[config.mk]
export PLATFORM = sky130hd
export DESIGN_NAME = expression_lexer_flat
export DESIGN_NICKNAME = d
export VERILOG_FILES = /design/src/sv/elx_pkg.sv /design/src/sv/elx_if.sv /design/src/sv/elx_front.sv /design/src/sv/elx_queue.sv /design/src/sv/elx_back.sv /design/src/sv/expression_lexer.sv /design/src/flat_wrapper.sv
export SDC_FILE = /design/constraint.sdc
export NUM_CORES = 1
export LEC_CHECK = 0
export BUFFER_PORTS_ARGS = -buffer_cell sky130_fd_sc_hd__buf_4
export CAP_MARGIN = 20
export CORE_UTILIZATION = 56
export CTS_CLUSTER_DIAMETER = 120
export DETAILED_ROUTE_END_ITERATION = 8
export PLACE_DENSITY = 0.75
export RECOVER_POWER = 25
export SLEW_MARGIN = 40
export SYNTH_ARGS = -nofsm -noshare
export SYNTH_HDL_FRONTEND = slang
export SYNTH_HIERARCHICAL = 1
export SYNTH_SLANG_ARGS = --single-unit
[constraint.sdc]
create_clock -name clk -period 4.3 [get_ports clk]
set_input_delay 0.86 -clock clk [delete_from_list [all_inputs] [get_ports clk]]
set_output_delay 0.86 -clock clk [all_outputs]
set_load 0.02 [all_outputs]
[src/sv/elx_pkg.sv]
// Shared types and constants for the expression lexer.
package elx_pkg;

  localparam int MAX_LEN     = 1024;
  localparam int POS_W       = $clog2(MAX_LEN + 1);
  localparam int CHAR_W      = 8;
  localparam int KIND_W      = 5;
  localparam int START_W     = 10;
  localparam int LEN_W       = 11;
  localparam int START_MAX   = 1023;
  localparam int LEN_MAX     = 2047;
  localparam int QUEUE_DEPTH = 4;
  localparam int QPTR_W      = $clog2(QUEUE_DEPTH);
  localparam int QCNT_W      = $clog2(QUEUE_DEPTH + 1);

  typedef enum logic [KIND_W-1:0] {
    K_AND, K_OR, K_EQ, K_NE, K_NOT, K_LE, K_LT, K_GE, K_GT,
    K_ADD, K_SUB, K_MUL, K_DIV, K_POW, K_OPEN, K_CLOSE, K_COMMA,
    K_NUMBER, K_IDENT, K_BADCHAR, K_NODIGIT, K_TOOLONG
  } kind_t;

  typedef struct packed {
    kind_t              kind;
    logic [START_W-1:0] start;
    logic [LEN_W-1:0]   len;
  } token_t;

  // One input item's results: tok0 first, tok1 only when two is set.
  typedef struct packed {
    token_t tok0;
    token_t tok1;
    logic   two;
  } run_t;

  typedef struct packed {
    logic full;
    logic empty;
  } q_status_t;

endpackage

[src/sv/elx_if.sv]
// Handshake channels for characters in and tokens out.
interface elx_in_if;
  logic                       valid;
  logic                       ready;
  logic [elx_pkg::CHAR_W-1:0] char_code;
  logic                       end_of_expr;

  modport source(output valid, char_code, end_of_expr, input ready);
  modport sink(input valid, char_code, end_of_expr, output ready);
endinterface

interface elx_out_if;
  logic                        valid;
  logic                        ready;
  logic [elx_pkg::KIND_W-1:0]  token_kind;
  logic [elx_pkg::START_W-1:0] token_start;
  logic [elx_pkg::LEN_W-1:0]   token_length;
  logic                        last_in_run;

  modport source(output valid, token_kind, token_start, token_length, last_in_run,
                 input ready);
  modport sink(input valid, token_kind, token_start, token_length, last_in_run,
               output ready);
endinterface

[src/sv/elx_front.sv]
// Lexer front end: takes one character per cycle while the run queue is not full and builds its run of tokens.
module elx_front (
  input  logic                 clk,
  input  logic                 rst,
  elx_in_if.sink               in_ch,
  input  elx_pkg::q_status_t   q_status,
  output logic                 push,
  output elx_pkg::run_t        run
);

  typedef enum logic [3:0] {
    M_IDLE, M_NUM_INT, M_NUM_POINT, M_NUM_FRAC, M_NUM_EXP, M_NUM_ESIGN,
    M_NUM_EDIG, M_IDENT, M_BANG, M_LT, M_GT, M_ERROR
  } mode_t;

  localparam logic [7:0] CH_TAB   = 8'h09;
  localparam logic [7:0] CH_LF    = 8'h0A;
  localparam logic [7:0] CH_CR    = 8'h0D;
  localparam logic [7:0] CH_SPACE = 8'h20;
  localparam logic [7:0] CH_BANG  = 8'h21;
  localparam logic [7:0] CH_AMP   = 8'h26;
  localparam logic [7:0] CH_LPAR  = 8'h28;
  localparam logic [7:0] CH_RPAR  = 8'h29;
  localparam logic [7:0] CH_STAR  = 8'h2A;
  localparam logic [7:0] CH_PLUS  = 8'h2B;
  localparam logic [7:0] CH_COMMA = 8'h2C;
  localparam logic [7:0] CH_MINUS = 8'h2D;
  localparam logic [7:0] CH_POINT = 8'h2E;
  localparam logic [7:0] CH_SLASH = 8'h2F;
  localparam logic [7:0] CH_LT    = 8'h3C;
  localparam logic [7:0] CH_EQ    = 8'h3D;
  localparam logic [7:0] CH_GT    = 8'h3E;
  localparam logic [7:0] CH_CARET = 8'h5E;
  localparam logic [7:0] CH_UNDER = 8'h5F;
  localparam logic [7:0] CH_E_LO  = 8'h65;
  localparam logic [7:0] CH_E_UP  = 8'h45;
  localparam logic [7:0] CH_BAR   = 8'h7C;

  localparam int POS_W = elx_pkg::POS_W;

  function automatic logic [elx_pkg::START_W-1:0] sat_start(logic [POS_W-1:0] p);
    if (32'(p) > 32'(elx_pkg::START_MAX)) return elx_pkg::START_W'(elx_pkg::START_MAX);
    return elx_pkg::START_W'(p);
  endfunction

  function automatic logic [elx_pkg::LEN_W-1:0] sat_len(logic [POS_W-1:0] v);
    if (32'(v) > 32'(elx_pkg::LEN_MAX)) return elx_pkg::LEN_W'(elx_pkg::LEN_MAX);
    return elx_pkg::LEN_W'(v);
  endfunction

  function automatic elx_pkg::token_t mk_tok(elx_pkg::kind_t k, logic [POS_W-1:0] s,
                                             logic [elx_pkg::LEN_W-1:0] l);
    elx_pkg::token_t t;
    t.kind  = k;
    t.start = sat_start(s);
    t.len   = l;
    return t;
  endfunction

  mode_t            mode, mode_next;
  logic [POS_W-1:0] pos, pos_next;
  logic [POS_W-1:0] pstart, pstart_next;
  logic             opened, opened_next;

  logic [7:0] c;
  logic       accept;
  logic       is_digit, is_letter, is_blank, is_exp;

  // Fresh-start classification of the current character.
  logic           op_v;
  elx_pkg::kind_t op_kind;
  mode_t          idle_mode;
  logic           bad;

  // Pending token as it would be flushed at the current position.
  logic            flush_v, flush_err;
  elx_pkg::token_t flush_tok;
  elx_pkg::kind_t  pair_kind;

  logic            pre_v, mid_v, post_v, fresh, idle_go;
  elx_pkg::token_t pre_tok, mid_tok, post_tok;

  assign c         = in_ch.char_code;
  assign in_ch.ready = !q_status.full;
  assign accept    = in_ch.valid && in_ch.ready;
  assign is_digit  = (c >= 8'h30) && (c <= 8'h39);
  assign is_letter = ((c >= 8'h61) && (c <= 8'h7A)) || ((c >= 8'h41) && (c <= 8'h5A)) ||
                     (c == CH_UNDER);
  assign is_blank  = (c == CH_TAB) || (c == CH_LF) || (c == CH_CR) || (c == CH_SPACE);
  assign is_exp    = (c == CH_E_LO) || (c == CH_E_UP);

  always_comb begin
    op_v    = 1'b1;
    op_kind = elx_pkg::K_AND;
    unique case (c)
      CH_AMP:   op_kind = elx_pkg::K_AND;
      CH_BAR:   op_kind = elx_pkg::K_OR;
      CH_EQ:    op_kind = elx_pkg::K_EQ;
      CH_PLUS:  op_kind = elx_pkg::K_ADD;
      CH_MINUS: op_kind = elx_pkg::K_SUB;
      CH_STAR:  op_kind = elx_pkg::K_MUL;
      CH_SLASH: op_kind = elx_pkg::K_DIV;
      CH_CARET: op_kind = elx_pkg::K_POW;
      CH_LPAR:  op_kind = elx_pkg::K_OPEN;
      CH_RPAR:  op_kind = elx_pkg::K_CLOSE;
      CH_COMMA: op_kind = elx_pkg::K_COMMA;
      default:  op_v = 1'b0;
    endcase

    bad = 1'b0;
    if (op_v)                 idle_mode = M_IDLE;
    else if (c == CH_BANG)    idle_mode = M_BANG;
    else if (c == CH_LT)      idle_mode = M_LT;
    else if (c == CH_GT)      idle_mode = M_GT;
    else if (is_digit)        idle_mode = M_NUM_INT;
    else if (c == CH_POINT)   idle_mode = M_NUM_POINT;
    else if (is_letter)       idle_mode = M_IDENT;
    else if (is_blank)        idle_mode = M_IDLE;
    else begin
      idle_mode = M_ERROR;
      bad       = 1'b1;
    end
  end

  always_comb begin
    flush_v   = 1'b1;
    flush_err = 1'b0;
    flush_tok = mk_tok(elx_pkg::K_NUMBER, pstart, sat_len(pos - pstart));
    pair_kind = elx_pkg::K_NE;
    unique case (mode) inside
      M_NUM_INT, M_NUM_FRAC, M_NUM_EXP, M_NUM_ESIGN, M_NUM_EDIG: ;
      M_NUM_POINT: begin
        flush_tok = mk_tok(elx_pkg::K_NODIGIT, pstart, sat_len(pos - pstart));
        flush_err = 1'b1;
      end
      M_IDENT: flush_tok = mk_tok(elx_pkg::K_IDENT, pstart, sat_len(pos - pstart));
      M_BANG:  flush_tok = mk_tok(elx_pkg::K_NOT, pstart, elx_pkg::LEN_W'(1));
      M_LT: begin
        flush_tok = mk_tok(elx_pkg::K_LT, pstart, elx_pkg::LEN_W'(1));
        pair_kind = elx_pkg::K_LE;
      end
      M_GT: begin
        flush_tok = mk_tok(elx_pkg::K_GT, pstart, elx_pkg::LEN_W'(1));
        pair_kind = elx_pkg::K_GE;
      end
      default: flush_v = 1'b0;
    endcase
  end

  always_comb begin
    mode_next   = mode;
    pos_next    = pos;
    pstart_next = pstart;
    opened_next = opened;
    pre_v       = 1'b0;
    mid_v       = 1'b0;
    post_v      = 1'b0;
    fresh       = 1'b0;
    idle_go     = 1'b0;
    pre_tok     = mk_tok(elx_pkg::K_OPEN, '0, '0);
    mid_tok     = flush_tok;
    post_tok    = mk_tok(elx_pkg::K_CLOSE, pos, '0);

    if (accept) begin
      if (in_ch.end_of_expr) begin
        if (mode != M_ERROR) begin
          pre_v  = !opened;
          mid_v  = flush_v;
          post_v = !flush_err;
        end
        mode_next   = M_IDLE;
        pos_next    = '0;
        pstart_next = '0;
        opened_next = 1'b0;
      end else if (mode != M_ERROR) begin
        pre_v       = !opened;
        opened_next = 1'b1;
        if (pos >= POS_W'(elx_pkg::MAX_LEN)) begin
          // Drop any pending token and report the overflow.
          mid_v     = 1'b1;
          mid_tok   = mk_tok(elx_pkg::K_TOOLONG, pos, '0);
          mode_next = M_ERROR;
        end else begin
          pos_next = pos + 1'b1;
          unique case (mode) inside
            M_NUM_INT: begin
              if (c == CH_POINT)  mode_next = M_NUM_POINT;
              else if (is_exp)    mode_next = M_NUM_EXP;
              else if (!is_digit) fresh = 1'b1;
            end
            M_NUM_POINT: begin
              if (is_digit) mode_next = M_NUM_FRAC;
              else begin
                mid_v     = 1'b1;
                mode_next = M_ERROR;
              end
            end
            M_NUM_FRAC: begin
              if (is_exp)         mode_next = M_NUM_EXP;
              else if (!is_digit) fresh = 1'b1;
            end
            M_NUM_EXP: begin
              if ((c == CH_PLUS) || (c == CH_MINUS)) mode_next = M_NUM_ESIGN;
              else if (is_digit)                     mode_next = M_NUM_EDIG;
              else                                   fresh = 1'b1;
            end
            M_NUM_ESIGN, M_NUM_EDIG: begin
              if (is_digit) mode_next = M_NUM_EDIG;
              else          fresh = 1'b1;
            end
            M_IDENT: begin
              if (!(is_letter || is_digit)) fresh = 1'b1;
            end
            M_BANG, M_LT, M_GT: begin
              if (c == CH_EQ) begin
                mid_v     = 1'b1;
                mid_tok   = mk_tok(pair_kind, pstart, elx_pkg::LEN_W'(2));
                mode_next = M_IDLE;
              end else begin
                fresh = 1'b1;
              end
            end
            default: idle_go = 1'b1;
          endcase

          if (fresh) mid_v = flush_v;
          if (fresh || idle_go) begin
            post_v    = op_v || bad;
            post_tok  = mk_tok(bad ? elx_pkg::K_BADCHAR : op_kind, pos, elx_pkg::LEN_W'(1));
            mode_next = idle_mode;
            if (!op_v) pstart_next = pos;
          end
        end
      end
    end
  end

  // Pack up to two results, oldest first.
  always_comb begin
    push = pre_v || mid_v || post_v;
    if (pre_v) begin
      run.tok0 = pre_tok;
      run.tok1 = mid_v ? mid_tok : post_tok;
      run.two  = mid_v || post_v;
    end else if (mid_v) begin
      run.tok0 = mid_tok;
      run.tok1 = post_tok;
      run.two  = post_v;
    end else begin
      run.tok0 = post_tok;
      run.tok1 = post_tok;
      run.two  = 1'b0;
    end
  end

  always_ff @(posedge clk) begin
    if (rst) begin
      mode   <= M_IDLE;
      pos    <= '0;
      pstart <= '0;
      opened <= 1'b0;
    end else begin
      mode   <= mode_next;
      pos    <= pos_next;
      pstart <= pstart_next;
      opened <= opened_next;
    end
  end

endmodule

[src/sv/elx_queue.sv]
// Short queue of token runs between the lexer front end and the output side.
module elx_queue (
  input  logic               clk,
  input  logic               rst,
  input  logic               push,
  input  elx_pkg::run_t      push_run,
  input  logic               pop,
  output elx_pkg::run_t      head,
  output elx_pkg::q_status_t status
);

  elx_pkg::run_t                entries [elx_pkg::QUEUE_DEPTH];
  logic [elx_pkg::QPTR_W-1:0]   wr_ptr, rd_ptr;
  logic [elx_pkg::QCNT_W-1:0]   count;

  assign status.full  = (count == elx_pkg::QCNT_W'(elx_pkg::QUEUE_DEPTH));
  assign status.empty = (count == '0);
  assign head         = entries[rd_ptr];

  always_ff @(posedge clk) begin
    if (push) entries[wr_ptr] <= push_run;
  end

  always_ff @(posedge clk) begin
    if (rst) begin
      wr_ptr <= '0;
      rd_ptr <= '0;
      count  <= '0;
    end else begin
      if (push) wr_ptr <= wr_ptr + 1'b1;
      if (pop)  rd_ptr <= rd_ptr + 1'b1;
      if (push && !pop)      count <= count + 1'b1;
      else if (pop && !push) count <= count - 1'b1;
    end
  end

endmodule

[src/sv/elx_back.sv]
// Output side: splits each run into single tokens behind an output register.
module elx_back (
  input  logic               clk,
  input  logic               rst,
  input  elx_pkg::run_t      head,
  input  elx_pkg::q_status_t q_status,
  output logic               pop,
  elx_out_if.source          out_ch
);

  logic            out_valid;
  elx_pkg::token_t out_tok;
  logic            out_last;
  logic            sub;
  logic            load;

  assign load = !q_status.empty && (!out_valid || out_ch.ready);
  // Release the run once its final token moves into the output register.
  assign pop  = load && (sub || !head.two);

  assign out_ch.valid        = out_valid;
  assign out_ch.token_kind   = out_tok.kind;
  assign out_ch.token_start  = out_tok.start;
  assign out_ch.token_length = out_tok.len;
  assign out_ch.last_in_run  = out_last;

  always_ff @(posedge clk) begin
    if (load) begin
      out_tok  <= sub ? head.tok1 : head.tok0;
      out_last <= sub || !head.two;
    end
  end

  always_ff @(posedge clk) begin
    if (rst) begin
      out_valid <= 1'b0;
      sub       <= 1'b0;
    end else begin
      if (load)              out_valid <= 1'b1;
      else if (out_ch.ready) out_valid <= 1'b0;
      if (load) sub <= head.two && !sub;
    end
  end

endmodule

[src/sv/expression_lexer.sv]
// Top level: a character in per cycle while the run queue has room, token events out, a run queue between.
// The first token of an item is shown once it has passed the run queue entry and the output register.
// Throughput: one character per cycle while each gives at most one token and the
// output is ready; the output register drains one token per cycle when not stalled,
// and the four-entry run queue absorbs the second token of a two-token item.
// Reset: synchronous, clears lexer state, queue pointers and the output valid.
module expression_lexer (
  input  logic      clk,
  input  logic      rst,
  elx_in_if.sink    in_ch,
  elx_out_if.source out_ch
);

  elx_pkg::q_status_t q_status;
  elx_pkg::run_t      push_run;
  elx_pkg::run_t      head;
  logic               push;
  logic               pop;

  elx_front u_front (
    .clk      (clk),
    .rst      (rst),
    .in_ch    (in_ch),
    .q_status (q_status),
    .push     (push),
    .run      (push_run)
  );

  elx_queue u_queue (
    .clk      (clk),
    .rst      (rst),
    .push     (push),
    .push_run (push_run),
    .pop      (pop),
    .head     (head),
    .status   (q_status)
  );

  elx_back u_back (
    .clk      (clk),
    .rst      (rst),
    .head     (head),
    .q_status (q_status),
    .pop      (pop),
    .out_ch   (out_ch)
  );

endmodule

[src/flat_wrapper.sv]
// flat-port wrapper written by rule: the top's interface ports become plain ports
module expression_lexer_flat 
  (clk, rst, in_ch_valid, in_ch_char_code, in_ch_end_of_expr, in_ch_ready, out_ch_valid, out_ch_token_kind, out_ch_token_start, out_ch_token_length, out_ch_last_in_run, out_ch_ready);
  elx_in_if in_ch_i ();
  elx_out_if out_ch_i ();
  input  logic clk;
  input  logic rst;
  input wire logic [$bits(in_ch_i.valid)-1:0] in_ch_valid;
  input wire logic [$bits(in_ch_i.char_code)-1:0] in_ch_char_code;
  input wire logic [$bits(in_ch_i.end_of_expr)-1:0] in_ch_end_of_expr;
  output wire logic [$bits(in_ch_i.ready)-1:0] in_ch_ready;
  output wire logic [$bits(out_ch_i.valid)-1:0] out_ch_valid;
  output wire logic [$bits(out_ch_i.token_kind)-1:0] out_ch_token_kind;
  output wire logic [$bits(out_ch_i.token_start)-1:0] out_ch_token_start;
  output wire logic [$bits(out_ch_i.token_length)-1:0] out_ch_token_length;
  output wire logic [$bits(out_ch_i.last_in_run)-1:0] out_ch_last_in_run;
  input wire logic [$bits(out_ch_i.ready)-1:0] out_ch_ready;
  assign in_ch_i.valid = in_ch_valid;
  assign in_ch_i.char_code = in_ch_char_code;
  assign in_ch_i.end_of_expr = in_ch_end_of_expr;
  assign in_ch_ready = in_ch_i.ready;
  assign out_ch_valid = out_ch_i.valid;
  assign out_ch_token_kind = out_ch_i.token_kind;
  assign out_ch_token_start = out_ch_i.token_start;
  assign out_ch_token_length = out_ch_i.token_length;
  assign out_ch_last_in_run = out_ch_i.last_in_run;
  assign out_ch_i.ready = out_ch_ready;
  expression_lexer u_core (.clk(clk), .rst(rst), .in_ch(in_ch_i), .out_ch(out_ch_i));
endmodule
# Yosys cells after proc, flatten, opt, wreduce, memory -nomap -nowiden
# Memory sizes are Yosys's and may differ from the RTL's. A register that Yosys moved wholly into a read port is not among the register bits.
# Cells that the tools add are included.
# W data, S select, Z words.
totals:
  mem_bits_rw: 212
  memories: 1
  ff_bits: 63
  input_bits: 13
classes:
  addsub: 6
  reduce_logical: 47
  muxes: 133
  order_cmp: 9
  n_eq_ne: 37
memory_table:
  columns: ["name", "depth", "width", "rd", "rd_clocked_by_memory_dff", "write_ports", "line", "source"]
  rows:
  - ["u_core.u_queue.entries", 4, 53, 1, 1, 1, "elx_queue.sv:12", "elx_pkg::run_t entries [elx_pkg::QUEUE_DEPTH];"]
ops:
  columns: ["op", "n"]
  rows:
  - ["$mux W26", 13]
  - ["$pmux W26 S5", 1]
  - ["$mux W10", 12]
  - ["$eq A8 B6 Y1 const B", 14]
  - ["$mux W53", 2]
  - ["$mux W11", 8]
  - ["$mux W4", 18]
  - ["$mux W1", 69]
  - ["$pmux W5 S10", 1]
  - ["$eq A8 B7 Y1 const B", 5]
  - ["$eq A8 B4 Y1 const B", 3]
  - ["$pmux W4 S6", 1]
  - ["$gt A11 B10 Y1 const B", 2]
  - ["$eq A4 B3 Y1 const B", 4]
  - ["$ge A8 B7 Y1 const B", 2]
  - ["$le A8 B7 Y1 const B", 2]
  - ["$logic_or A1 B1 Y1", 15]
  - ["$eq A4 B4 Y1 const B", 3]
  - ["$add A11 B1 Y11 const B", 1]
  - ["$ge A11 B11 Y1 const B", 1]
  - ["$reduce_or A11 Y1", 1]
  - ["$sub A11 B11 Y11", 1]
  - ["$reduce_or A10 Y1", 1]
  - ["$logic_and A1 B1 Y1", 9]
  - ["other kinds (27)", 43]

# Logic depth before layout (Yosys ltp)
logic_depth:
  ltp_word: 25
  ltp_mapped: 16
  ltp_nobuf: 13

# Cells and area by module
# Netlist, hierarchy kept.
modules_own_cells:
  columns: ["mod", "n_inst", "cells_each", "area_each_um2"]
  rows:
  - ["elx_queue", 1, 321, 8140.3]
  - ["elx_front", 1, 511, 3467.1]
  - ["elx_back", 1, 67, 1219.9]

# Least setup slack after synthesis
# No wires, ideal clock.
synth_path:
  kind: "input-to-reg"
  from: "input in_ch_char_code[4]"
  to: "memory u_core/u_queue/entries[0][0] (netlist name) (enable)"
  t_arrival_ps: 4011
  cell_stages: 10
  path_slack_ps: -209
  n_path_buf: 2
  setup_time_ps: 498
  cell_sequence: "buf_2 -> or4b_1 -> buf_2 -> or2_1 -> o2111a_1 -> a31o_4 -> o41ai_4 -> a21oi_2 -> or2_1 -> and2_1"
synth_via:
  elab_chain_cells: 21
synth_rtl:
  columns: ["item", "line", "source"]
  rows:
  - ["start, declared", "flat_wrapper.sv:9", "input wire logic [$bits(in_ch_i.char_code)-1:0] in_ch_char_code;"]
  - ["branches (longest 18 deep; another with $ge A8 B6 Y1)", null, null]
  - ["$logic_or A1 B1 Y1 (*)", "elx_front.sv:240", "push = pre_v || mid_v || post_v;"]
  - ["via u_core.push", "expression_lexer.sv:17", "logic push;"]
  - ["$mux W1 (*)", "elx_queue.sv:21", "if (push) entries[wr_ptr] <= push_run;"]
  - ["$mux W1 (implied by the code) (*)", "elx_queue.sv:21", null]
  - ["end, declared", "elx_queue.sv:12", null]
# Mark *: on every way through the listed nets, which the timed path passes. The select of a mux whose other input is x is not followed.

# Final worst setup path
layout_path:
  from: "input in_ch_char_code[7]"
  to: "register u_core/u_queue/count[2] (netlist name)"
layout_via:
  elab_chain_cells: 22
layout_rtl:
  columns: ["item", "line", "source"]
  rows:
  - ["branches (longest 18 deep; another with $ge A8 B6 Y1)", null, null]
  - ["$logic_or A1 B1 Y1 (*)", "elx_front.sv:240", null]
  - ["via u_core.push", "expression_lexer.sv:17", null]
  - ["$logic_not A1 Y1", "elx_queue.sv:33", "else if (pop && !push) count <= count - 1'b1;"]
  - ["$logic_and A1 B1 Y1", "elx_queue.sv:33", null]
  - ["$reduce_bool A2 Y1 (no line)", null, null]
  - ["end signal, assigned", "elx_queue.sv:32", "if (push && !pop) count <= count + 1'b1;"]
  - ["end signal, assigned", "elx_queue.sv:33", null]
  - ["end, declared", "elx_queue.sv:14", "logic [elx_pkg::QCNT_W-1:0] count;"]
# Marked as above.
# A chain may end at the register's enable or synchronous reset.

==> impl_metrics.json <==
{
  "area_growth_pct": 10.7,
  "synth_fp_nets": 931,
  "yosys.area.top_type": "edfxtp_1",
  "cts.repair.resized": 0,
  "power_mw": 8.35,
  "finalHoldViolations": 0,
  "first_iter_violations": 548,
  "start_util_pct": 56.8,
  "cp-start-kind": "input port",
  "dpl_cell_area_um2": 13400,
  "grt_pass1_wl_mm": 41.6,
  "h-tree-depth": 1,
  "vdd_ir_drop_max_uv": 304,
  "die_w_um": 153,
  "fin_worst_skew_ns": 0.0155,
  "critPathArrivalTime_ns": 4.17,
  "overflow": 0,
  "hold_class": "reg2reg",
  "grt_max_degree": 54,
  "crit_required_ns": 4.76,
  "grt_use_total_pct": 22.9,
  "antenna_found_initial": 0,
  "via_per_inst": 6.13,
  "coreArea_um2": 22600,
  "die_h_um": 153,
  "status": "complete, but fails checks",
  "violations": "max-capacitance violations, max-slew violations",
  "crit_family": "simple AND/OR/NAND/NOR gates",
  "maxSlewViolCount": 81,
  "finalCritPeriodShare_pct": 86.3,
  "relSlewSlack_pct": -31.7,
  "dp.cells": 1199,
  "portBuffers": 41,
  "setup_tns_ns": 0,
  "crit_path_end_kind": "flop",
  "fin_crit_ns": 3.71,
  "cts.sinks": 277,
  "ys_seq_elements": 277,
  "rows": 55,
  "antenna-diode-count": 0,
  "rsz0062_at_grt": "false",
  "max_cap_violations": 2,
  "dp_hpwl_mm": 16.5,
  "ys_warn_count": 6,
  "setup_viol_count_final": 0,
  "clk_pin_slew_ns": 0.06,
  "cts_root_buf": "clkbuf_16",
  "netlist_top_cells_area": "edfxtp_1 56%, mux4_2 8.8%, dfxtp_1 5.9%, nor2_1 2.4%, mux2_2 2.3%",
  "num_vias": 7674,
  "p_leak_nw": 4.65,
  "io_pins": 42,
  "clk-insertion-delay-late_ns": 0.53,
  "stdcell_area_um2": 14200,
  "cts_hold_buf": 0,
  "cts_setup_buffers": 0,
  "hold_ws_ns": 0.476,
  "die_area_um2": 23500,
  "numCtsBuffers": 28,
  "routedWlPerCell_um": 20.9,
  "setup_slack_ns": 0.588,
  "cpMaxStageDelayCell": "or4b_1",
  "synth_flop_cell": "edfxtp_1",
  "crit_type": "in2reg",
  "gp_congestion": 0.939,
  "crit_fanout": 8,
  "synth-edff-count": 239,
  "worstMarginPinSlew_ns": 1.98,
  "fin_util_pct": 62.9,
  "synth_cell_types": 75,
  "crit_chain": "clkbuf_1 > or4b_1 > or2_1 > o2111a_1 > a31o_1 > or2_0 > a31o_2 > or2_4 > ha_1 > inv_1 > fa_1 > xor2_1 > or3_1 > a21oi_1",
  "max_freq_ghz": 0.269,
  "grt_pass1_vias": 7539,
  "first_pass_iters": 5,
  "drc": 0,
  "wl_mm": 26.1,
  "cpPeakStageDelay_ns": 0.56,
  "ant_nets": 0,
  "synthArstFlopShare_pct": 0,
  "clockBufferDepth": 3,
  "post-place-ws_ns": 0.138,
  "synth_top_area_share_pct": 56.0,
  "cts_tree": "built",
  "final_cells": 1251,
  "p_per_area_nw_per_um2": 588,
  "synthCells": 899,
  "nets": 976,
  "synth_seq_area_share_pct": 61.9,
  "drive_above_1_share_pct": 17.9,
  "syn_area_per_cell_um2": 14.3,
  "syn_area_um2": 12800,
  "crit_buf_inv": 2
}
## synth_stat cells, drive strengths merged, types with 8 or more instances
cell,instances
edfxtp,239
nor2,83
mux4,53
nand2,39
dfxtp,38
a21oi,36
clkbuf,32
o21ai,32
inv,29
mux2,27
nand3,27
buf,24
nor3,23
ha,17
xor2,17
mux2i,16
and2,15
o22ai,11
a211oi,9
nor2b,9
nand4,8
or3b,8
## cells in the final DEF (no fill, tap or decap), types with 29 or more instances in the layout
cell	count
inv_1	29
buf_4	29
nor2_1	81
edfxtp_1	239
clkbuf_16	29
o21ai_0	32
mux4_2	50
dfxtp_1	37
nand2_1	39
clkbuf_1	42
a21oi_1	35
## worst reg2reg max path, stage by stage (launching register included)
cell and delay, ns:
dfxtp_1 0.73, and2_1 0.41, nor3_1 0.09, a21oi_1 0.22, nand3_1 0.13, or2_0 0.24, a31o_2 0.25, or2_4 0.29
ha_1 0.24, inv_1 0.07, fa_1 0.18, xor2_1 0.07, or3_1 0.31, a21oi_1 0.14
## where the power goes
| group | leakage, nW | internal (mW) | switching (mW) | total, mW |
|---|---|---|---|---|
| clock | 0.459 | 1.46 | 0.971 | 2.43 |
| sequential | 2.58 | 3.65 | 0.153 | 3.80 |
| combinational | 1.60 | 0.858 | 1.26 | 2.12 |
## layer usage
layer / global-route usage (%) / vias to the layer above / share of wire (%)
met5: 0 / - / 0
met4: 4.86 / 0 / 1.2
met3: 3.18 / 26 / 5.6
met2: 37.5 / 231 / 48
met1: 33.0 / 3852 / 45
li1: - / 3565 / -
## flip-flops by register name (all words and copies together) (netlist names), named ones only
register	count
u_core/u_queue/rd_ptr	2
u_core/u_front/mode	4
u_core/u_front/pstart	11
u_core/u_back/out_ch.token_start	10
u_core/u_back/out_ch.token_length	11
u_core/u_back/sub	1
u_core/u_queue/count	3
u_core/u_queue/wr_ptr	2
u_core/u_queue/entries	212
u_core/u_back/out_ch.token_kind	5
u_core/u_back/out_ch.valid	1
u_core/u_front/pos	11
u_core/u_front/opened	1
u_core/u_back/out_ch.last_in_run	1
## final timing paths
path	from	to	slack, ns	cells past startpoint
setup / recovery	in_ch_char_code[7]	u_core/u_queue/count[2]$_SDFFE_PP0P_	0.59	14
hold / removal	u_core/u_front/pstart[6]$_SDFFE_PP0P_	u_core/u_front/pstart[6]$_SDFFE_PP0P_	0.48	2
setup reg to reg	u_core/u_front/mode[1]$_SDFFE_PP0P_	u_core/u_queue/count[2]$_SDFFE_PP0P_	0.88	13
hold reg to reg	u_core/u_front/pstart[6]$_SDFFE_PP0P_	u_core/u_front/pstart[6]$_SDFFE_PP0P_	0.48	2
## kinds of logic after synthesis
| family | after synthesis | share of synthesized area [%] |
|---|---|---|
| fa+ha+maj | 20 | 2.06 |
| buf+inv | 85 | 3.50 |
| xor+xnor | 24 | 1.64 |
| compound gates | 131 | 7.07 |
| simple gates | 266 | 10.8 |
| mux | 96 | 13.0 |
| flops | 277 | 61.9 |
## final cells by class
| cell class | count | area, µm² |
|---|---|---|
| Timing Repair Buffer | 71 | 442 |
| Sequential cell | 277 | 7940 |
| Tap cell | 285 | 357 |
| Inverter | 29 | 109 |
| Multi-Input combinational cell | 537 | 4420 |
| Fill cell | 1691 | 8370 |
| Clock buffer | 37 | 786 |
| Clock inverter | 15 | 150 |
Power figures use the tool's default switching activity.
